===== src/rtl/ik_chain_follow_core_defines.svh =====
// ----------------------------------------------------------------------------
// ik_chain_follow_core_defines
// Assertion macros shared by the joint chain core.
// ----------------------------------------------------------------------------
`ifndef IK_CHAIN_FOLLOW_CORE_DEFINES_SVH
`define IK_CHAIN_FOLLOW_CORE_DEFINES_SVH

// Same-cycle implication, disabled during reset.
`define IKCF_ASSERT_NOW(label, clk, rst, ante, cons) \
  label: assert property (@(posedge clk) disable iff (rst) (ante) |-> (cons)) \
    else $error("ik_chain_follow_core: assertion failed");

// Next-cycle implication, disabled during reset.
`define IKCF_ASSERT_NEXT(label, clk, rst, ante, cons) \
  label: assert property (@(posedge clk) disable iff (rst) (ante) |=> (cons)) \
    else $error("ik_chain_follow_core: assertion failed");

`endif


===== src/rtl/ikcf_pkg.sv =====
// ----------------------------------------------------------------------------
// ikcf_pkg
// Types and constants of the joint chain core.
// ----------------------------------------------------------------------------
package ikcf_pkg;

  localparam int CFG_IDX_W  = 1;
  localparam int CFG_DATA_W = 7;
  localparam int INDEX_W    = 6;
  localparam int COUNT_W    = 7;

  localparam logic [CFG_IDX_W-1:0] REG_CHAIN_MODE  = 1'b0;
  localparam logic [CFG_IDX_W-1:0] REG_JOINT_COUNT = 1'b1;

  // Shift commands for the row of joint cells.
  typedef struct packed {
    logic shift_dn;
    logic shift_up;
  } ring_ctl_t;

endpackage


===== src/rtl/ikcf_div.sv =====
// ----------------------------------------------------------------------------
// ikcf_div
// Restoring divider, one quotient bit per cycle, quotient below 2^(R+1).
// ----------------------------------------------------------------------------
module ikcf_div #(
  parameter int R = 26,
  parameter int N = 52
) (
  input  logic         clk,
  input  logic         rst,
  input  logic         start,
  input  logic [N-1:0] dividend,
  input  logic [R-1:0] divisor,
  output logic         done,
  output logic [R:0]   quotient
);
  import ikcf_pkg::*;

  localparam int CW = $clog2(R + 2);

  logic [R-1:0]  rem;
  logic [R:0]    dv;
  logic [R-1:0]  dsr;
  logic [CW-1:0] cnt;
  logic          busy;
  logic [R:0]    sh;

  assign sh = {rem, dv[R]};

  always_ff @(posedge clk) begin
    if (rst) begin
      busy <= 1'b0;
      done <= 1'b0;
      cnt  <= '0;
    end else begin
      done <= 1'b0;
      if (start) begin
        busy <= 1'b1;
        cnt  <= CW'(R + 1);
      end else if (busy) begin
        cnt <= cnt - 1'b1;
        if (cnt == CW'(1)) begin
          busy <= 1'b0;
          done <= 1'b1;
        end
      end
    end
  end

  // The upper dividend bits are known to be below the divisor, so only
  // R+1 quotient bits are developed.
  always_ff @(posedge clk) begin
    if (start) begin
      rem      <= R'(dividend[N-1:R+1]);
      dv       <= dividend[R:0];
      dsr      <= divisor;
      quotient <= '0;
    end else if (busy) begin
      dv <= dv << 1;
      if (sh >= {1'b0, dsr}) begin
        rem      <= R'(sh - {1'b0, dsr});
        quotient <= {quotient[R-1:0], 1'b1};
      end else begin
        rem      <= sh[R-1:0];
        quotient <= {quotient[R-1:0], 1'b0};
      end
    end
  end

endmodule


===== config.mk =====
export PLATFORM = sky130hd
export DESIGN_NAME = ikcf_div
export DESIGN_NICKNAME = d
export VERILOG_FILES = /design/src/rtl/ik_chain_follow_core_defines.svh /design/src/rtl/ikcf_pkg.sv /design/src/rtl/ikcf_div.sv
export SDC_FILE = /design/constraint.sdc
export NUM_CORES = 1
export LEC_CHECK = 0
export ABC_CLOCK_PERIOD_IN_PS = 3360
export BUFFER_PORTS_ARGS = -buffer_cell sky130_fd_sc_hd__buf_4
export CAP_MARGIN = 10
export CORE_ASPECT_RATIO = 0.7
export CORE_MARGIN = 2
export CORE_UTILIZATION = 56
export CTS_CLUSTER_DIAMETER = 80
export DETAILED_ROUTE_END_ITERATION = 8
export PLACE_DENSITY = 0.79
export SLEW_MARGIN = 25
export SYNTH_ARGS = -nofsm -noshare
export SYNTH_HDL_FRONTEND = slang
export SYNTH_SLANG_ARGS = --single-unit

===== constraint.sdc =====
create_clock -name clk -period 3.36 [get_ports clk]
set_input_delay 0 -clock clk [delete_from_list [all_inputs] [get_ports clk]]
set_output_delay 0 -clock clk [all_outputs]
set_load 0.02 [all_outputs]

==> metrics.md <==
| Metric | Value |
|---|---|
| Outcome | complete, no violations |
| First-pass GRT wire length | 22.71 mm |
| Largest net degree at the start of global routing | 144 |
| Critical path arrival | 3.23 ns |
| Yosys reg bits | 113 |
| Period utilisation layout | 92.12% |
| Area grow syn2layout | 38.80% |
| Reg power frac | 35.0% |
| Ant diodes | 0 |
| Slew @ Worst Pin | 1.005 ns |
| DP HPWL | 8.464 mm |
| Cell taking the most area after synthesis | edfxtp_1 |
| Clock power frac | 34.2% |
| Max VDD drop | 0.4867 mV |
| WS Path Type | reg2reg |
| Vias in the first global route | 4,761 |
| Die area | 11,420 µm² |
| Final Hold Fails | 0 |
| Initial antenna violation count | 0 |
| Final TNS setup | 0 ns |
| Syn Std Cell Area | 5917 µm² |
| Crit path required time | 3.50 ns |
| Setup Viol. Count Final | 0 |
| RSZ-0062 raised after global routing | no |
| CTS sink cnt | 113 |
| Yosys warns | 0 |
| Worst-Skew Late Latency | 0.41 ns |
| CTS tree | done |
| Critical R2R Capture | rem[18] |
| GRT Util Overall | 25.06% |
| Final cell count without fillers | 868 |
| Starting Density | 57.35% |
| Max-cap violations | 0 |
| Mapped Avg Cell Area | 11.04 µm² |
| Switching Share | 30.79% |
| Post-CTS Repair Setup Buffers | 0 |
| I/O pins | 109 |
| Post-DR wirelength/cell | 16.11 µm |
| Area of the multi-input gates | 2605 µm² |
| Port Buffers | 108 |
| Leakage power | 0.003536 µW |
| Cell Pwr Density | 613.1 nW/µm² |
| Worst r2r src | rem[7] |
| TritonCTS Buffers | 17 |
| DR pass1 iterations | 5 |
| Fillers | 622 |
| Post-synth EDFFs | 78 |
| Slew HR | 32.99% |
| Die height | 90 µm |
| Worst Setup SP | rem[7] |
| Largest cells by area after synthesis | edfxtp_1 (40%), dfxtp_1 (12%), mux2i_1 (6.9%) |
| Cts repair resizes | 0 |
| Count of unique library cells instantiated by Yosys | 52 |
| CTS max path bufs | 2 |
| Number of max-slew violations in the final report | 0 |
| GRT overflow | 0 |
| FF-to-FF setup slack | 0.26 ns |
| Logic gate share of total power | 30.8% |
| Cts hold-fix bufs | 79 |
| Drt drc | 0 |
| CTS Root Cell | clkbuf_16 |
| Post-DRT Antenna Nets | 0 |
| Row cnt | 31 |
| Wirelength, routed | 13.99 mm |
| CP Capture Point | rem[18] |
| Syn_nets | 646 |
| Routed vias | 4,737 |
| Initial drt markers | 337 |
| Die width | 126.9 µm |
| Share of cells above drive strength 1 | 25.00% |
| Core ar. | 10,320 µm² |
| Htree depth | 4 |
| Async S/R FF share, synth | 0% |
| Routability cong. | 0.8711 |
| Critical path launch point type | flip-flop |
| Post-layout nets | 833 |
| Hold WS | 0.1876 ns |
| Minimum clock period | 3.095 ns |
| Int Power | 3485 µW |
| FMAX | 0.3231 GHz |
| Hold Path Class | in2reg |
| Post-synth top area share | 39.59% |
| Main synth FF type | edfxtp_1 |
| Worst R2R Path Depth | 11 |
| Switch Pwr | 1550 µW |
| Worst Setup End Kind | flip-flop |
| Cells after Synth | 536 |
| Sequential share of the synthesized area | 51.43% |
| Setup Skew | 0.009186 ns |
| Vias per cell | 5.457 |
| Clk slew on worst S/H paths | 0.06 ns |
| # placed instances | 757 |
| CP max FO | 18 |
| Register area | 3044 µm² |
| Total power | 5035 µW |
==> cells in the mapped netlist, types with 2 or more instances <==
library cell	instances
nor4_1	2
o21bai_1	3
mux2i_1	41
or2_2	2
dfxtp_1	35
nand2_1	27
nor4b_1	2
nor3_1	6
o31a_1	2
o21a_1	5
a21oi_2	2
and2_1	2
mux2_2	28
a221o_1	4
edfxtp_1	78
nor2_1	50
a21o_1	11
nand3_1	5
and4_1	3
o21ai_0	29
clkbuf_1	14
a21oi_1	29
o21ai_1	4
and3_1	2
nor3b_1	7
xor2_1	10
buf_1	9
xnor2_1	14
inv_1	38
a31o_2	2
buf_6	2
buf_2	2
a211o_1	2
ha_1	28
a31oi_1	5
o31ai_1	4
nor2b_1	8
nand4_1	4
or3_1	2
==> flip-flops by register name, summed over array words and instances (netlist names) <==
name and flops:
dv 27, quotient 27, dsr 26, rem 26
cnt 5, busy 1, done 1
==> worst max-delay path: stages (launching register included) <==
cell and delay, ns:
edfxtp_1 0.39, ha_1 0.49, a21oi_1 0.14, o21ai_1 0.28
a221o_1 0.25, a21oi_2 0.05, o31ai_1 0.28, o32a_1 0.23
buf_4 0.26, inv_1 0.18, a21oi_1 0.20, o21ai_1 0.08
==> power by group through the flow <==
stage | logic (µW) | clock network [µW] | registers (µW)
finish | 1550 | 1720 | 1760
global route | 1700 | 1800 | 1780
CTS | 1520 | 1750 | 1760
detailed placement | 1430 | 0 | 1780
global placement | 1410 | 0 | 1780
floorplan | 1100 | 0 | 1760
==> kinds of logic after synthesis <==
kind of cell	synth area share, %
adders and majority gates	6.259
AOI/OAI and AO/OA	12.05
muxes	12.26
DFF	51.43
and+or+nand+nor	9.896
buffers and inverters	4.546
xor gates and xnor gates	3.553
==> layer usage <==
| layer | vias to the layer above | track usage (%) | routed length, µm |
|---|---|---|---|
| met3 | 15 | 5.774 | 862 |
| met1 | 2235 | 32.79 | 6289 |
| met4 | 0 | 7.143 | 133 |
| met2 | 166 | 41.89 | 6699 |
| li1 | 2321 | - | - |
| met5 | - | 0 | 0 |
==> cell usage in the layout, fill, tap and decap left out, drive strengths merged, types with 2 or more instances in the layout <==
| cell | synthesis | layout |
|---|---|---|
| a211o | 2 | 2 |
| mux2i | 41 | 41 |
| clkinv | 0 | 4 |
| dlygate4sd3 | 0 | 79 |
| xnor2 | 14 | 14 |
| o31a | 2 | 2 |
| and3 | 2 | 2 |
| nand2 | 27 | 27 |
| a31oi | 5 | 5 |
| nor3 | 6 | 6 |
| nand4 | 4 | 4 |
| and2 | 2 | 2 |
| nor3b | 7 | 7 |
| o21a | 5 | 5 |
| and4 | 3 | 3 |
| or3 | 2 | 2 |
| o21bai | 3 | 3 |
| nor4 | 2 | 2 |
| nor2 | 50 | 50 |
| a221o | 4 | 4 |
| a21o | 11 | 11 |
| a21oi | 31 | 31 |
| o31ai | 4 | 4 |
| edfxtp | 78 | 78 |
| nor2b | 8 | 8 |
| or2 | 2 | 2 |
| nand3 | 5 | 5 |
| a31o | 2 | 2 |
| clkbuf | 14 | 22 |
| mux2 | 28 | 28 |
| buf | 14 | 117 |
| dfxtp | 35 | 35 |
| o21ai | 33 | 33 |
| inv | 38 | 44 |
| nor4b | 2 | 2 |
| ha | 28 | 28 |
| xor2 | 10 | 10 |
==> how the worst min path moves through the flow <==
stage	start	end	slack (ns)	cells after the start
floorplan	rst	cnt[0]	0.07	1
global placement	divisor[21]	dsr[21]	0.18	1
detailed placement	divisor[17]	dsr[17]	0.18	1
CTS	start	quotient[3]	0.21	3
global route	start	quotient[2]	0.20	3
finish	start	quotient[2]	0.19	3
==> per-stage QoR <==
stage / instance area [µm²] / util, % / setup WS [ns]
floorplan: 5917 / - / 0.6224
global placement: 6848 / 66.37 / 0.4495
detailed placement: 6848 / 66.37 / 0.3075
CTS: 8213 / 79.60 / 0.2645
global route: 8213 / 79.60 / 0.08951
finish: 8213 / 79.60 / 0.2648
==> area by class of cell <==
| class | instances | area share (%) |
|---|---|---|
| flip-flops and latches | 113 | 37.07 |
| multi-input cells | 357 | 31.72 |
| repair buffers | 196 | 20.48 |
| clock buffers | 22 | 6.170 |
| well taps | 132 | 2.011 |
| inverters | 38 | 1.737 |
| clock inverters | 10 | 0.8227 |
No activity file was read; power rests on OpenSTA's default activity.
