===== src/rtl/ik_chain_follow_core_defines.svh =====
// ----------------------------------------------------------------------------
// ik_chain_follow_core_defines
// Assertion macros shared by the joint chain core.
// ----------------------------------------------------------------------------
`ifndef IK_CHAIN_FOLLOW_CORE_DEFINES_SVH
`define IK_CHAIN_FOLLOW_CORE_DEFINES_SVH

// Same-cycle implication, disabled during reset.
`define IKCF_ASSERT_NOW(label, clk, rst, ante, cons) \
  label: assert property (@(posedge clk) disable iff (rst) (ante) |-> (cons)) \
    else $error("ik_chain_follow_core: assertion failed");

// Next-cycle implication, disabled during reset.
`define IKCF_ASSERT_NEXT(label, clk, rst, ante, cons) \
  label: assert property (@(posedge clk) disable iff (rst) (ante) |=> (cons)) \
    else $error("ik_chain_follow_core: assertion failed");

`endif


===== src/rtl/ikcf_pkg.sv =====
// ----------------------------------------------------------------------------
// ikcf_pkg
// Types and constants of the joint chain core.
// ----------------------------------------------------------------------------
package ikcf_pkg;

  localparam int CFG_IDX_W  = 1;
  localparam int CFG_DATA_W = 7;
  localparam int INDEX_W    = 6;
  localparam int COUNT_W    = 7;

  localparam logic [CFG_IDX_W-1:0] REG_CHAIN_MODE  = 1'b0;
  localparam logic [CFG_IDX_W-1:0] REG_JOINT_COUNT = 1'b1;

  // Shift commands for the row of joint cells.
  typedef struct packed {
    logic shift_dn;
    logic shift_up;
  } ring_ctl_t;

endpackage


===== src/rtl/ikcf_isqrt.sv =====
// ----------------------------------------------------------------------------
// ikcf_isqrt
// Integer square root, rounded down, one result bit per cycle.
// ----------------------------------------------------------------------------
module ikcf_isqrt #(
  parameter int W = 26
) (
  input  logic           clk,
  input  logic           rst,
  input  logic           start,
  input  logic [2*W-1:0] radicand,
  output logic           done,
  output logic [W-1:0]   root
);
  import ikcf_pkg::*;

  localparam int CW = $clog2(W + 1);

  logic [2*W-1:0] val;
  logic [W:0]     rem;
  logic [W-1:0]   rt;
  logic [CW-1:0]  cnt;
  logic           busy;
  logic [W+2:0]   sh;
  logic [W+2:0]   trial;

  assign sh    = {rem, val[2*W-1 -: 2]};
  assign trial = {1'b0, rt, 2'b01};
  assign root  = rt;

  always_ff @(posedge clk) begin
    if (rst) begin
      busy <= 1'b0;
      done <= 1'b0;
      cnt  <= '0;
    end else begin
      done <= 1'b0;
      if (start) begin
        busy <= 1'b1;
        cnt  <= CW'(W);
      end else if (busy) begin
        cnt <= cnt - 1'b1;
        if (cnt == CW'(1)) begin
          busy <= 1'b0;
          done <= 1'b1;
        end
      end
    end
  end

  always_ff @(posedge clk) begin
    if (start) begin
      val <= radicand;
      rem <= '0;
      rt  <= '0;
    end else if (busy) begin
      val <= val << 2;
      if (sh >= trial) begin
        rem <= (W+1)'(sh - trial);
        rt  <= {rt[W-2:0], 1'b1};
      end else begin
        rem <= (W+1)'(sh);
        rt  <= {rt[W-2:0], 1'b0};
      end
    end
  end

endmodule


===== config.mk =====
export PLATFORM = sky130hd
export DESIGN_NAME = ikcf_isqrt
export DESIGN_NICKNAME = d
export VERILOG_FILES = /design/src/rtl/ik_chain_follow_core_defines.svh /design/src/rtl/ikcf_pkg.sv /design/src/rtl/ikcf_isqrt.sv
export SDC_FILE = /design/constraint.sdc
export NUM_CORES = 1
export LEC_CHECK = 0
export BUFFER_PORTS_ARGS = -buffer_cell sky130_fd_sc_hd__buf_4
export CORE_AREA = 3 3 112 114
export DETAILED_ROUTE_END_ITERATION = 7
export DIE_AREA = 0 0 115 117
export PLACE_DENSITY = 0.84
export SYNTH_ARGS = -nofsm -noshare
export SYNTH_HDL_FRONTEND = slang
export SYNTH_SLANG_ARGS = --single-unit
export TNS_END_PERCENT = 50

===== constraint.sdc =====
create_clock -name clk -period 2.7 [get_ports clk]
set_clock_uncertainty 0.1 [all_clocks]
set_input_delay 0.81 -clock clk [delete_from_list [all_inputs] [get_ports clk]]
set_output_delay 0.81 -clock clk [all_outputs]
set_load 0.02 [all_outputs]

==> impl_metrics.prom <==
# TYPE chip_impl_metric gauge
chip_impl_info{name="tritoncts",value="yes"} 1
chip_impl_metric{name="maxSlewHeadroom",unit="%"} 67.7
chip_impl_metric{name="clk_path_buf_depth",unit=""} 2
chip_impl_metric{name="synthesis.area_per_instance",unit="um2"} 10.4
chip_impl_metric{name="ys_seq_elements",unit=""} 112
chip_impl_metric{name="max_cap_viol_count",unit=""} 0
chip_impl_metric{name="dieHeight",unit="um"} 117
chip_impl_metric{name="ant_nets",unit=""} 0
chip_impl_info{name="worstHoldStart",value="rem[25]"} 1
chip_impl_metric{name="postCtsHoldBufs",unit=""} 0
chip_impl_metric{name="htree_levels",unit=""} 3
chip_impl_metric{name="mappedNetlistNets",unit=""} 660
chip_impl_metric{name="postSynthCellCount",unit=""} 575
chip_impl_metric{name="internal-power",unit="mW"} 5.61
chip_impl_info{name="synthDominantAreaCellType",value="sky130_fd_sc_hd__edfxtp_1"} 1
chip_impl_metric{name="setup.reg_to_reg.worst_slack",unit="ns"} 0.02
chip_impl_metric{name="timing_max_transition_violations_final",unit=""} 0
chip_impl_info{name="synth.top_cells.by_area",value="sky130_fd_sc_hd__edfxtp_1 26%, sky130_fd_sc_hd__dfxtp_1 20%, sky130_fd_sc_hd__mux2_2 9.4%, sky130_fd_sc_hd__mux2i_1 6.5%, sky130_fd_sc_hd__ha_1 6.3%"} 1
chip_impl_metric{name="tightest_slew",unit="ns"} 0.484
chip_impl_metric{name="final_min_period_over_clock_period",unit="%"} 99.4
chip_impl_metric{name="clock_latency",unit="ns"} 0.36
chip_impl_metric{name="portion_of_the_post_synthesis_area_used_by_sequential_elements",unit="%"} 46.2
chip_impl_metric{name="min_period",unit="ns"} 2.68
chip_impl_metric{name="cts_made_buffers",unit=""} 9
chip_impl_info{name="layout.cells.most_common",value="sky130_fd_sc_hd__buf_4"} 1
chip_impl_info{name="timing.hold.worst_endpoint",value="rem[25]"} 1
chip_impl_info{name="worst_r2r_startpoint",value="root[0]"} 1
chip_impl_info{name="outcome",value="finished, final reports clean"} 1
chip_impl_metric{name="num_io_pins",unit=""} 82
chip_impl_metric{name="power.leakage",unit="nW"} 3.18
chip_impl_metric{name="die_x",unit="um"} 115
chip_impl_metric{name="power.switching",unit="mW"} 3.49
chip_impl_metric{name="syn_area",unit="mm2"} 0.00598
chip_impl_metric{name="finalWeightedCongestion",unit=""} 0.891
chip_impl_metric{name="num_antenna_cells",unit=""} 0
chip_impl_metric{name="number_of_failing_setup_endpoints_in_the_final_timing_report",unit=""} 0
chip_impl_metric{name="maxClockFrequency",unit="MHz"} 373
chip_impl_metric{name="power_frac_clock",unit="%"} 15.2
chip_impl_info{name="root_buffer",value="sky130_fd_sc_hd__clkbuf_16"} 1
chip_impl_metric{name="drive_above_1_share",unit="%"} 35.3
chip_impl_metric{name="p_seq_share",unit="%"} 24.7
chip_impl_info{name="worst_hold_class",value="reg -> reg"} 1
chip_impl_metric{name="design_power_total",unit="mW"} 9.10
chip_impl_metric{name="share_of_total_power_in_combinational_logic",unit="%"} 60.1
chip_impl_metric{name="synthesis.yosys.warnings",unit=""} 0
chip_impl_metric{name="sink_count",unit=""} 112
chip_impl_metric{name="io_buffer_count",unit=""} 81
chip_impl_info{name="path_class",value="reg -> reg"} 1
chip_impl_metric{name="hold_viol",unit=""} 0
chip_impl_info{name="worstSetupStartpoint",value="root[0]"} 1
chip_impl_metric{name="place_hpwl",unit="um"} 9180
chip_impl_metric{name="cell_pwr_density",unit="mW/mm2"} 1180
chip_impl_metric{name="grt_pass1_wl",unit="um"} 21700
chip_impl_metric{name="crit_required",unit="ns"} 2.85
chip_impl_metric{name="standard_cell_core_area",unit="mm2"} 0.0115
chip_impl_info{name="rsz_0062_raised_after_global_routing",value="yes"} 1
chip_impl_metric{name="dieArea",unit="mm2"} 0.0135
chip_impl_metric{name="synth_enable_flop_cells",unit=""} 52
chip_impl_metric{name="vias",unit=""} 4626
chip_impl_metric{name="remaining_drc_errors",unit=""} 0
chip_impl_metric{name="wl_cell",unit="um"} 15.9
chip_impl_info{name="kind_of_start_point_of_the_critical_path",value="flop"} 1
chip_impl_metric{name="routed_wl",unit="um"} 13300
chip_impl_metric{name="areaGrowthSynthToFinish",unit="%"} 28.3
chip_impl_metric{name="route.detailed.vias_per_inst",unit=""} 5.54
chip_impl_metric{name="netlist.area_leader.share",unit="%"} 26.1
chip_impl_metric{name="critical_path.max_fanout",unit=""} 4
chip_impl_metric{name="ff2ff_path_depth",unit=""} 11
chip_impl_metric{name="drt_first_iter_violations",unit=""} 177
chip_impl_metric{name="via_count_of_the_first_global_routing_pass",unit=""} 4681
chip_impl_metric{name="first_pass_iteration_count_of_the_detailed_router",unit=""} 4
chip_impl_metric{name="data_arrival_time_of_the_worst_path",unit="ns"} 2.83
chip_impl_info{name="most_frequent_cells_in_the_layout",value="121 x sky130_fd_sc_hd__buf_4, 63 x sky130_fd_sc_hd__nor2_1, 52 x sky130_fd_sc_hd__edfxtp_1"} 1
chip_impl_metric{name="ys_async_sr_fraction",unit="%"} 0
chip_impl_info{name="yosys_most_used_dff",value="sky130_fd_sc_hd__dfxtp_1"} 1
chip_impl_metric{name="start_util",unit="%"} 52.0
chip_impl_metric{name="nFillCells",unit=""} 867
chip_impl_metric{name="largest_net_degree_at_the_start_of_global_routing",unit=""} 53
chip_impl_metric{name="global_route.usage.total",unit="%"} 20.0
chip_impl_metric{name="hold_path_depth",unit=""} 2
chip_impl_metric{name="fin_nets",unit=""} 772
chip_impl_metric{name="clk_pin_slew",unit="ns"} 0.07
chip_impl_metric{name="irDropWorstVdd",unit="mV"} 0.641
chip_impl_info{name="crit_path_end_kind",value="flop"} 1
chip_impl_metric{name="antenna_found_initial",unit=""} 0
chip_impl_metric{name="yosys_cell_types",unit=""} 51
chip_impl_metric{name="overflow",unit=""} 0
chip_impl_metric{name="power_switching_share",unit="%"} 38.3
chip_impl_metric{name="row_count",unit=""} 39
chip_impl_info{name="reg_to_reg_end",value="rem[26]"} 1
chip_impl_metric{name="finish.utilization",unit="%"} 66.7
## critical path: stages (launching register included)
cell	delay, ns
sky130_fd_sc_hd__dfxtp_4	0.37
sky130_fd_sc_hd__inv_4	0.04
sky130_fd_sc_hd__ha_4	0.24
sky130_fd_sc_hd__nor2b_4	0.13
sky130_fd_sc_hd__o31a_1	0.28
sky130_fd_sc_hd__o32a_4	0.35
sky130_fd_sc_hd__a211oi_4	0.26
sky130_fd_sc_hd__a211o_1	0.22
sky130_fd_sc_hd__nand3b_4	0.10
sky130_fd_sc_hd__o2111a_1	0.25
sky130_fd_sc_hd__a211oi_2	0.14
sky130_fd_sc_hd__o21ai_1	0.08
## routing by layer
metal  global-route usage [%]  up-vias  part of all wire, %
met4                     6.89        0                 0.80
li1                         -     2286                    -
met3                     7.40       10                  6.6
met5                        0        -                    0
met1                     22.8     2222                   42
met2                     34.6      108                   51
## power by group through the flow
| stage | Combinational (mW) | Sequential [mW] | Clock, mW |
|---|---|---|---|
| 2_1_floorplan | 3.36 | 2.21 | 0 |
| 3_3_place_gp | 4.30 | 2.24 | 0 |
| 3_5_place_dp | 4.41 | 2.25 | 0 |
| 4_1_cts | 4.46 | 2.22 | 1.42 |
| 5_1_grt | 5.95 | 2.27 | 1.48 |
| 6_report | 5.47 | 2.24 | 1.38 |
## logic make-up (layout without fill, tap and decap cells)
logic type,count (synthesis),count (layout),synth area share [%]
simple gates,141,141,10.7
compound gates,113,113,13.0
fa+ha+maj,30,30,6.27
mux,89,89,15.9
flops,112,112,46.2
buf+inv,64,181,4.14
xor+xnor,26,26,3.81
## cell usage after synthesis (all sizes together), types with 4 or more instances
master and n:
clkbuf 19, o21bai 4, nand2 35, buf 8
a21oi 26, a21o 10, mux2 50, xnor2 16
o211ai 5, nand3 7, nand4 7, o21a 4
dfxtp 60, xor2 10, nor2 63, a211oi 17
nor3 9, inv 37, edfxtp 52, o21ai 30
mux2i 39, nand2b 5, ha 30
## state kept, by name (all words and copies together), names as in the netlist
register / flops
val: 52
rem: 27
root: 26
cnt: 5
busy: 1
done: 1
## how the worst max path moves through the flow
| stage | endpoint | slack, ns | cells past startpoint |
|---|---|---|---|
| floorplan | rem[11] | -0.006 | 12 |
| global route | rem[26] | -0.10 | 11 |
| detailed placement | rem[26] | -0.03 | 11 |
| global placement | rem[26] | 0.04 | 11 |
| CTS | rem[26] | -0.02 | 11 |
| finish | rem[26] | 0.02 | 11 |
## final cells by class
| class | instances | area [um2] | area share, % |
|---|---|---|---|
| inverters | 37 | 141 | 1.84 |
| clock buffers | 9 | 225 | 2.93 |
| clock inverters | 7 | 78.8 | 1.03 |
| multi-input cells | 399 | 3230 | 42.1 |
| flip-flops and latches | 112 | 2780 | 36.2 |
| well taps | 143 | 179 | 2.33 |
| repair buffers | 128 | 1040 | 13.6 |
## per-stage QoR
step           setup TNS (ns)  instance area [um2]  worst slack (ns)  hold slack [ns]  instances
3_3_place_gp                0                 7020            0.0378            0.351        812
2_1_floorplan         -0.0183                 6010          -0.00580            0.326        575
5_1_grt                -0.794                 7680            -0.105            0.418        835
4_1_cts               -0.0363                 7340           -0.0241            0.375        828
3_5_place_dp          -0.0274                 7020           -0.0255            0.364        812
6_report                    0                 7680            0.0171            0.383        835
## repair_timing
item | 4_1_cts | 5_1_grt
pin swaps | 3 | 14
buffers inserted | 0 | 5
cloned | 0 | 2
setup endpoints to repair | 9 | 28
gates resized for setup | 2 | 53
Power figures use the tool's default switching activity.
