===== src/rtl/ik_chain_follow_core_defines.svh =====
// ----------------------------------------------------------------------------
// ik_chain_follow_core_defines
// Assertion macros shared by the joint chain core.
// ----------------------------------------------------------------------------
`ifndef IK_CHAIN_FOLLOW_CORE_DEFINES_SVH
`define IK_CHAIN_FOLLOW_CORE_DEFINES_SVH

// Same-cycle implication, disabled during reset.
`define IKCF_ASSERT_NOW(label, clk, rst, ante, cons) \
  label: assert property (@(posedge clk) disable iff (rst) (ante) |-> (cons)) \
    else $error("ik_chain_follow_core: assertion failed");

// Next-cycle implication, disabled during reset.
`define IKCF_ASSERT_NEXT(label, clk, rst, ante, cons) \
  label: assert property (@(posedge clk) disable iff (rst) (ante) |=> (cons)) \
    else $error("ik_chain_follow_core: assertion failed");

`endif


===== src/rtl/ikcf_pkg.sv =====
// ----------------------------------------------------------------------------
// ikcf_pkg
// Types and constants of the joint chain core.
// ----------------------------------------------------------------------------
package ikcf_pkg;

  localparam int CFG_IDX_W  = 1;
  localparam int CFG_DATA_W = 7;
  localparam int INDEX_W    = 6;
  localparam int COUNT_W    = 7;

  localparam logic [CFG_IDX_W-1:0] REG_CHAIN_MODE  = 1'b0;
  localparam logic [CFG_IDX_W-1:0] REG_JOINT_COUNT = 1'b1;

  // Shift commands for the row of joint cells.
  typedef struct packed {
    logic shift_dn;
    logic shift_up;
  } ring_ctl_t;

endpackage


===== src/rtl/ikcf_cell.sv =====
// ----------------------------------------------------------------------------
// ikcf_cell
// One joint of the chain; shifts toward either neighbor.
// ----------------------------------------------------------------------------
module ikcf_cell #(
  parameter int WIDTH = 48
) (
  input  logic               clk,
  input  logic               rst,
  input  ikcf_pkg::ring_ctl_t ctl,
  input  logic [WIDTH-1:0]   from_up,
  input  logic [WIDTH-1:0]   from_dn,
  output logic [WIDTH-1:0]   value
);
  import ikcf_pkg::*;

  always_ff @(posedge clk) begin
    if (rst) begin
      value <= '0;
    end else if (ctl.shift_dn) begin
      value <= from_up;
    end else if (ctl.shift_up) begin
      value <= from_dn;
    end
  end

endmodule


===== config.mk =====
export PLATFORM = sky130hd
export DESIGN_NAME = ikcf_cell
export DESIGN_NICKNAME = d
export VERILOG_FILES = /design/src/rtl/ik_chain_follow_core_defines.svh /design/src/rtl/ikcf_pkg.sv /design/src/rtl/ikcf_cell.sv
export SDC_FILE = /design/constraint.sdc
export NUM_CORES = 1
export LEC_CHECK = 0
export ABC_AREA = 1
export ABC_CLOCK_PERIOD_IN_PS = 1300
export BUFFER_PORTS_ARGS = -buffer_cell sky130_fd_sc_hd__buf_2
export CAP_MARGIN = 40
export CORE_ASPECT_RATIO = 2
export CORE_MARGIN = 8
export CORE_UTILIZATION = 42
export DETAILED_ROUTE_END_ITERATION = 16
export GPL_ROUTABILITY_DRIVEN = 0
export MAX_ROUTING_LAYER = met4
export PLACE_DENSITY = 0.82
export RECOVER_POWER = 50
export SKIP_LAST_GASP = 1
export SLEW_MARGIN = 20
export SYNTH_ARGS = -nofsm -noshare
export SYNTH_HDL_FRONTEND = slang
export SYNTH_SLANG_ARGS = --single-unit

===== constraint.sdc =====
create_clock -name clk -period 1.3 [get_ports clk]
set_clock_uncertainty 0.2 [all_clocks]
set_input_delay 0.13 -clock clk [delete_from_list [all_inputs] [get_ports clk]]
set_output_delay 0.13 -clock clk [all_outputs]
set_load 0.02 [all_outputs]

==> summary.txt, run 1 <==
Outcome
  • Status: completed

Final layout
  • Max reg flops: 48
  • Fill cell count: ~360
  • Largest Register: value
  • Share of layout cells above drive strength 1: 26.7%
  • Register area: 961 µm²
  • Nets: ~700
  • Design area: about 4200 µm²
  • Biggest regs: value: 48 flops
  • Layout area overhead: 81.9%
  • Final cell count without fillers: 662
  • Area of the multi-input gates: approximately 1000 µm²

Detailed routing
  • WL/cell: about 16 µm
  • DRC: 0
  • Iter 0 DRT Violations: about 280
  • Number of detailed-route iterations in the first pass: 6
  • Vias per Instance: 5.23
  • DR vias: around 3500
  • Antenna Nets Post-Route: 0
  • Total wire length: 10.7 mm

Logic synthesis
  • Yosys reg bits: 48
  • Seq/Total Area, Yosys: about two fifths
  • Simple-Gate Fraction of Synth Area: 44.6%
  • Post-synthesis cell area: 2300 µm²
  • Xor and xnor area share after synthesis: 0%
  • Mapped Nets: 464
  • Synth Area in Compound Gates: 0%
  • Largest family of logic cells by synthesized area: simple AND/OR/NAND/NOR gates
  • Synth Warn #: 0
  • Mux share of post-synthesis cell area: 0%
  • Post-Syn Area per Cell: 6.31 µm²
  • Mapped Cells: 364
  • Adder-Cell Fraction of Synth Area: 0%
  • Distinct cells, synth: 10

Power
  • PwrDens: roughly 850 nW/µm²
  • VDD IR max: 1210 µV
  • Leak Pwr: approximately 2.4 nW

STA
  • WHS: 0.0950 ns
  • Worst Max-Slew Pin Slew: approximately 0.30 ns
  • Setup violators final: 0
  • Final hold violation count: 0
  • Highest clock rate: about 0.85 GHz
  • Setup Total Neg Slack: 0 ns
  • Tcrit/Tclk final: between 90% and 100%
  • Slew margin rel.: about 80%
  • Max Slew Vio Count: 0
  • Unrepaired setup endpoints after global routing: no
  • Minimum clock period: about 1.2 ns

CTS
  • Max H-tree Level: 2
  • Clock sinks: 48
  • CTS buffer count: 5
  • Clock Pin Slew Worst Setup and Hold Paths: 0.08 ns
  • CTS root buf: clkbuf_8
  • Clk buf depth: 2
  • Clk Latency, worst-skew pair: a little under 0.3 ns
  • TritonCTS clock tree: done

Floorplanning
  • Die height: 121 µm
  • Die width: 68.3 µm
  • # IOs: 148
  • DIE AREA: 8240 µm²
  • Core area: approximately 5400 µm²
  • Core Rows: 38
  • Starting Density: between 40% and 50%

Placed design
  • Port Buffers: roughly 150
  • Dpl hpwl: just under 6 mm
  • Placed insts: 556
  • Area post-placement: 3130 µm²

Worst hold path
  • Worst Hold Class: in2reg

Critical path
  • Maximum cell stage delay along the critical path: 0.33 ns
  • WS Path Type: reg2out
  • Worst path cell trace: clkbuf_1
  • Sum of buffers and inverters on the critical path: 1
  • Crit start category: register
  • CP max-delay cell: dfxtp_1
  • Worst path required time: around 0.97 ns
  • Worst-path fanout max: 2
  • Critical Path AT: ~0.85 ns
  • CP delay by family, top: flip-flops
  • Crit path capture type: primary output

GRT
  • Initial antenna violation count: 2
  • Vias in the first global route: roughly 3600
  • Total track usage: between 20% and 30%
  • GRT overflow: 0
  • Pin count of the biggest net entering global routing: 48
  • First-pass GRT wire length: between 15 and 20 mm

Run
  • Total of max-cap violations: 0
==> placed cells by master (no fill, tap or decap), drive strengths merged <==
cell,instances
buf,151
clkbuf,14
dfxtp,48
diode,2
dlygate4sd3,96
inv,50
nand2,144
nand3,96
nor2,1
==> cells by family (layout without fill, tap and decap cells) <==
logic type	count (synthesis)	after routing
other cells	0	2
flops	48	48
simple gates	241	241
buf+inv	75	311
==> stage by stage <==
step                      util [%]  total power (W)  setup WS, ns
after CTS                     77.8          0.00353         0.129
after detailed placement      58.2          0.00242         0.129
after global routing          77.8          0.00372        0.0768
final                         77.8          0.00355         0.117
after global placement        58.2          0.00240         0.174
after floorplan                  -          0.00207         0.277
==> Yosys cell counts <==
master	count	area, µm²
nand2_1	144	541
nand3_1	96	480
inv_1	49	184
dfxtp_1	48	961
buf_2	12	60.1
clkbuf_1	8	30.0
buf_4	4	30.0
buf_1	1	3.75
inv_2	1	3.75
nor2_1	1	3.75
==> what timing repair did <==
item	CTS	global route
hold buffers	96	0
gates resized for setup	0	0
setup buffers	0	0
hold endpoints to repair	48	0
endpoints found under the setup margin	0	0
==> path summary, 6_finish.rpt <==
path                            slack [ns]  depth (start not counted)         to       from
worst max-delay path                  0.12                          1   value[0]   value[0]
worst min-delay path                  0.09                          6  value[12]     ctl[0]
worst max register to register        0.41                          4  value[22]  value[22]
worst min register to register        0.34                          4  value[47]  value[47]
==> report_power, final <==
part	switching, W	leakage [nW]	internal (W)
clock network	0.000458	0.0455	0.000434
logic	0.000531	1.98	0.000507
registers	0.0000494	0.397	0.00157
total	0.00104	2.42	0.00251
==> area by class of cell <==
type / count / share of cell area, %
Clock buffer: 8 / 2.16
Sequential cell: 48 / 23.0
Antenna cell: 2 / 0.120
Inverter: 50 / 4.49
Timing Repair Buffer: 253 / 43.7
Multi-Input combinational cell: 241 / 24.7
Tap cell: 60 / 1.80
==> per-layer routing <==
layer	vias to the layer above	part of all wire, %	track usage (%)
met4	0	6.6	19.7
met3	72	7.5	5.93
met2	233	52	43.4
met5	-	0	-
met1	1572	33	26.3
li1	1584	-	-
Power figures use the tool's default switching activity.
==> inputs of run 2 (changes only) <==
--- a/config.mk
+++ b/config.mk
@@ -9,7 +9,7 @@
 export ABC_CLOCK_PERIOD_IN_PS = 1300
 export BUFFER_PORTS_ARGS = -buffer_cell sky130_fd_sc_hd__buf_2
 export CAP_MARGIN = 40
-export CORE_ASPECT_RATIO = 2
+export CORE_ASPECT_RATIO = 0.5
 export CORE_MARGIN = 8
 export CORE_UTILIZATION = 42
 export DETAILED_ROUTE_END_ITERATION = 16
==> run 2 against run 1 <==
- maximum frequency decreased by 3.7%
- first-iteration DRC count increased by 57%
- final cell count increased by 1.8%
- global-route usage increased by 2.3 points
- critical path type unchanged
- critical endpoint is now value[10]
- highest routed layer unchanged
==> summary.txt, run 2 (synthesis gave the netlist of run 1 again) <==
Floorplanning
  • Starting Density: 42.8%
  • Die width: around 120 µm
  • Die height: 68.3 µm
  • # IOs: between 100 and 150
  • Core area: between 5000 and 6000 µm²
  • Core Rows: 19
  • DIE AREA: a little over 8000 µm²

Detailed routing
  • Iter 0 DRT Violations: 434
  • DRC: 0
  • WL/cell: 17.5 µm
  • Top Metal Used: met4
  • Total wire length: around 12 mm
  • Vias per Instance: 5.30
  • DR vias: around 3600
  • Antenna Nets Post-Route: 0
  • Met3 WL: roughly 990 µm
  • Routed met1 length: 3.91 mm
  • Met2 wire length: 5.91 mm
  • Number of detailed-route iterations in the first pass: 6

STA
  • Slew margin rel.: approximately 80%
  • Worst Max-Slew Pin Slew: ~0.31 ns
  • Minimum clock period: 1.23 ns
  • Highest clock rate: just over 0.8 GHz
  • Max Slew Vio Count: 0
  • Unrepaired setup endpoints after global routing: no
  • Tcrit/Tclk final: about 95%
  • Setup Total Neg Slack: 0 ns
  • Setup violators final: 0
  • Final hold violation count: 0

Critical path
  • CP max-delay cell: dfxtp_1
  • Crit path capture type: primary output
  • WS Path Type: reg2out
  • Sum of buffers and inverters on the critical path: 1
  • Critical Path AT: around 0.90 ns
  • Crit start category: register
  • Maximum cell stage delay along the critical path: ~0.34 ns
  • CP delay by family, top: flip-flops
  • Worst-path fanout max: 2
  • Worst path cell trace: clkbuf_1
  • Worst path required time: 0.97 ns

CTS
  • Clk Latency, worst-skew pair: around 0.30 ns
  • Cts repair resizes: 0
  • CTS root buf: clkbuf_8
  • Clock sinks: between 40 and 50
  • Clk buf depth: 2
  • Clock Pin Slew Worst Setup and Hold Paths: roughly 0.10 ns
  • Max H-tree Level: 2
  • CTS buffer count: 5
  • TritonCTS clock tree: done

GRT
  • Initial antenna violation count: 2
  • GRT overflow: 0
  • Total track usage: between 20% and 30%
  • Vias in the first global route: between 3000 and 4000
  • Pin count of the biggest net entering global routing: 49
  • First-pass GRT wire length: roughly 18 mm

Power
  • PwrDens: a little under 900 nW/µm²
  • Leak Pwr: around 2.4 nW
  • VDD IR max: between 600 and 700 µV
  • Total power: about 0.0036 W

Outcome
  • Status: completed

Final layout
  • Share of layout cells above drive strength 1: 26.4%
  • Layout area overhead: 80.3%
  • Max reg flops: 48
  • Biggest regs: value: 48 flops
  • Commonest non-fill, non-tap cell in the layout: nand2_1
  • Largest Register: value
  • Most frequent cells in the layout: 144 x nand2_1, 138 x buf_2, 96 x nand3_1
  • Nets: roughly 700

Placed design
  • Port Buffers: roughly 150
  • Dpl hpwl: between 5 and 6 mm

Worst hold path
  • Worst Hold Class: in2reg

Run
  • Total of max-cap violations: 0
-- run 2: changes by cell type in the layout (fill, tap and decap cells not counted), sizes merged --
cell,change
clkinvlp,+2
dlygate4sd3,-2
diode,+1
clkbuf,+1
buf,-3
-- run 2: repair_timing --
item / in CTS / in global routing
setup buffers: 0 / 0
hold endpoints to repair: 48 / 0
endpoints found under the setup margin: 0 / 0
hold buffers: 94 / 0
-- run 2: worst paths after layout --
kind | startpoint | endpoint | slack [ns] | cells after the start
worst max-delay path | value[10] | value[10] | 0.07 | 1
worst min-delay path | from_dn[19] | value[19] | 0.005 | 5
worst max register to register | value[4] | value[4] | 0.32 | 4
worst min register to register | value[16] | value[16] | 0.35 | 4
-- run 2: layout make-up --
cell class / count / area (µm²)
Tap cell: 73 / 91.3
Clock inverter: 2 / 15.0
Timing Repair Buffer: 251 / 1770
Sequential cell: 48 / 961
Fill cell: 331 / 1230
Multi-Input combinational cell: 241 / 1030
Clock buffer: 6 / 82.6
Antenna cell: 3 / 7.51
Inverter: 50 / 188
-- run 2: report_power, final --
part | internal (W) | total (W) | switching [W] | leakage (nW)
registers | 0.00157 | 0.00162 | 0.0000555 | 0.397
clock network | 0.000431 | 0.000952 | 0.000521 | 0.0435
logic | 0.000489 | 0.00105 | 0.000558 | 1.95
-- run 2: routing by layer --
layer  GRT usage [%]  vias to the layer above
met4            23.6                        0
met5               -                        -
met1            28.3                     1574
li1                -                     1587
met3            6.83                      106
met2            50.8                      302
-- run 2: metrics by stage --
step	instance area (µm²)	utilization (%)	hold WS [ns]	setup slack [ns]	std cells
finish	4140	77.1	0.00455	0.0712	674
global route	4140	77.1	0.0131	0.0588	673
CTS	4150	77.2	0.00559	0.134	671
detailed placement	3110	57.8	0.229	0.145	569
global placement	3110	57.8	0.221	0.170	569
floorplan	2300	-	0.130	0.277	364
==> inputs of run 3 (changes only) <==
--- a/config.mk
+++ b/config.mk
@@ -7,15 +7,15 @@
 export LEC_CHECK = 0
 export ABC_AREA = 1
 export ABC_CLOCK_PERIOD_IN_PS = 1300
-export BUFFER_PORTS_ARGS = -buffer_cell sky130_fd_sc_hd__buf_2
 export CAP_MARGIN = 40
 export CORE_ASPECT_RATIO = 0.5
 export CORE_MARGIN = 8
-export CORE_UTILIZATION = 42
+export CORE_UTILIZATION = 55
 export DETAILED_ROUTE_END_ITERATION = 16
+export DONT_BUFFER_PORTS = 1
 export GPL_ROUTABILITY_DRIVEN = 0
 export MAX_ROUTING_LAYER = met4
-export PLACE_DENSITY = 0.82
+export PLACE_DENSITY = 0.72
 export RECOVER_POWER = 50
 export SKIP_LAST_GASP = 1
 export SLEW_MARGIN = 20
==> run 3 against run 2 <==
- utilization is 7.3 points higher
- clock power increased by 10%
- routed wire length shrank 33%
- via count decreased by 25%
- first-iteration DRC count is 61% lower
- non-clock buffer count decreased by 141
- the run now ends with hold timing left
- count of clock-buffer cells in the layout did not move
- sequential share of layout area grew 5.5 points
- critical path depth unchanged
- total power down 5.7%
- worst hold slack got worse by 0.16 ns
- global-route usage is 5.1 points lower
==> summary.txt, run 3 (synthesis gave the netlist of run 1 again) <==
GRT
  • Vias in the first global route: 2627
  • Pin count of the biggest net entering global routing: 51
  • Total track usage: 23.9%
  • Initial antenna violation count: 0
  • First-pass GRT wire length: about 12 mm
  • GRT overflow: 0

Floorplanning
  • Starting Density: ~58%
  • # IOs: between 100 and 150
  • Die width: approximately 110 µm
  • Die height: about 62 µm
  • DIE AREA: around 6600 µm²
  • Core Rows: 16
  • Core area: between 3000 and 4000 µm²

Placed design
  • Port Buffers: 0
  • Placed insts: roughly 450
  • Dpl hpwl: slightly above 5 mm
  • Area post-placement: between 2000 and 3000 µm²

Run
  • Total of max-cap violations: 0

STA
  • WHS: -0.153 ns
  • Slew margin rel.: 82.7%
  • Unrepaired setup endpoints after global routing: no
  • Setup violators final: 0
  • Max Slew Vio Count: 0
  • Setup Total Neg Slack: 0 ns
  • Highest clock rate: 0.876 GHz
  • Final hold violation count: 48
  • Worst Max-Slew Pin Slew: 0.260 ns
  • Tcrit/Tclk final: between 80% and 90%
  • Minimum clock period: 1.14 ns

Final layout
  • # diodes: 0
  • Largest Register: value
  • Commonest non-fill, non-tap cell in the layout: nand2_1
  • Nets: between 500 and 600
  • Share of layout cells above drive strength 1: around 14%
  • Biggest regs: value: 48 flops
  • Final cell count without fillers: between 500 and 600
  • Design area: between 3000 and 4000 µm²
  • Most frequent cells in the layout: 144 x nand2_1, 96 x nand3_1, 56 x dlygate4sd3_1
  • Fill cell count: between 200 and 250
  • Max reg flops: 48
  • Layout area overhead: 45.7%

Detailed routing
  • WL/cell: between 15 and 20 µm
  • Vias per Instance: about 5.2
  • Iter 0 DRT Violations: approximately 170
  • Antenna Nets Post-Route: 0
  • DR vias: around 2700
  • DRC: 0
  • Total wire length: between 7 and 8 mm
  • Number of detailed-route iterations in the first pass: 5

CTS
  • Clk buf depth: 2
  • Hold Buf Count CTS: 56
  • Clock sinks: 48
  • CTS buffer count: 5
  • Max H-tree Level: 2
  • Clk Latency, worst-skew pair: a little under 0.3 ns
  • Clock Pin Slew Worst Setup and Hold Paths: roughly 0.09 ns
  • TritonCTS clock tree: done
  • CTS root buf: clkbuf_8

Critical path
  • CP delay by family, top: flip-flops
  • WS Path Type: reg2out
  • Worst-path fanout max: 2
  • Critical Path AT: just over 0.8 ns
  • Crit path capture type: primary output
  • Maximum cell stage delay along the critical path: between 0.3 and 0.4 ns
  • Worst path required time: approximately 0.97 ns
  • Crit start category: register
  • Worst path cell trace: buf_4
  • Sum of buffers and inverters on the critical path: 1
  • CP max-delay cell: dfxtp_1

Outcome
  • Status: finished with violations
  • Failing checks: hold timing

Power
  • Leak Pwr: between 1.5 and 2 nW
  • PwrDens: approximately 1000 nW/µm²
  • VDD IR max: between 700 and 800 µV

Worst hold path
  • Worst Hold Class: in2reg
## run 3: cell types whose count changed in the layout (fill, tap and decap cells not counted), sizes merged
cell         delta
buf            -94
bufinv          +1
clkbuf          -9
clkinv          +1
clkinvlp        -2
diode           -3
dlygate4sd3    -38
## run 3: final timing paths
path	start	to	slack, ns	cells after the start
worst max-delay path	value[13]	value[13]	0.16	1
worst min-delay path	ctl[1]	value[8]	-0.15	4
worst max register to register	value[17]	value[17]	0.43	4
worst min register to register	value[1]	value[1]	0.35	4
## run 3: worst register-to-register path: cells and delay by family, from the launching register on
| kind | cells | cell delay [ns] |
|---|---|---|
| buffers and inverters | 1 | 0.04 |
| flip-flops | 1 | 0.33 |
| AND/OR/NAND/NOR | 3 | 0.21 |
## run 3: stage by stage
step | power [W] | utilization [%] | worst slack, ns | hold slack, ns
2_1_floorplan | 0.00207 | - | 0.277 | 0.130
3_5_place_dp | 0.00226 | 67.6 | 0.263 | 0.146
5_1_grt | 0.00360 | 84.4 | 0.123 | -0.152
6_report | 0.00342 | 84.4 | 0.158 | -0.153
3_3_place_gp | 0.00224 | 67.6 | 0.297 | 0.136
4_1_cts | 0.00343 | 84.4 | 0.145 | -0.169
## run 3: power by group
part	total [W]	internal [W]	switching, W
clock network	0.00105	0.000571	0.000475
logic	0.000749	0.000363	0.000386
registers	0.00162	0.00157	0.0000539
## run 3: timing repair
| action | 4_1_cts | 5_1_grt |
|---|---|---|
| gates resized for setup | 0 | 0 |
| hold endpoints to repair | 48 | 48 |
| setup buffers | 0 | 0 |
## run 3: final cells by class
cell class                      count  area [µm²]  share of cell area (%)
Tap cell                           54        67.6                    2.02
Inverter                           50         188                    5.61
Multi-Input combinational cell    241        1030                    30.8
Sequential cell                    48         961                    28.7
Clock inverter                      2        35.0                    1.05
Timing Repair Buffer              110         991                    29.6
Clock buffer                        6        72.6                    2.17
## run 3: layer usage
layer  part of all wire [%]  track usage, %  up-vias
li1                       -               -     1300
met1                     39            25.4     1207
met2                     48            41.8      147
met3                     11            9.16       14
met4                    1.7            6.84        0
met5                      0               -        -
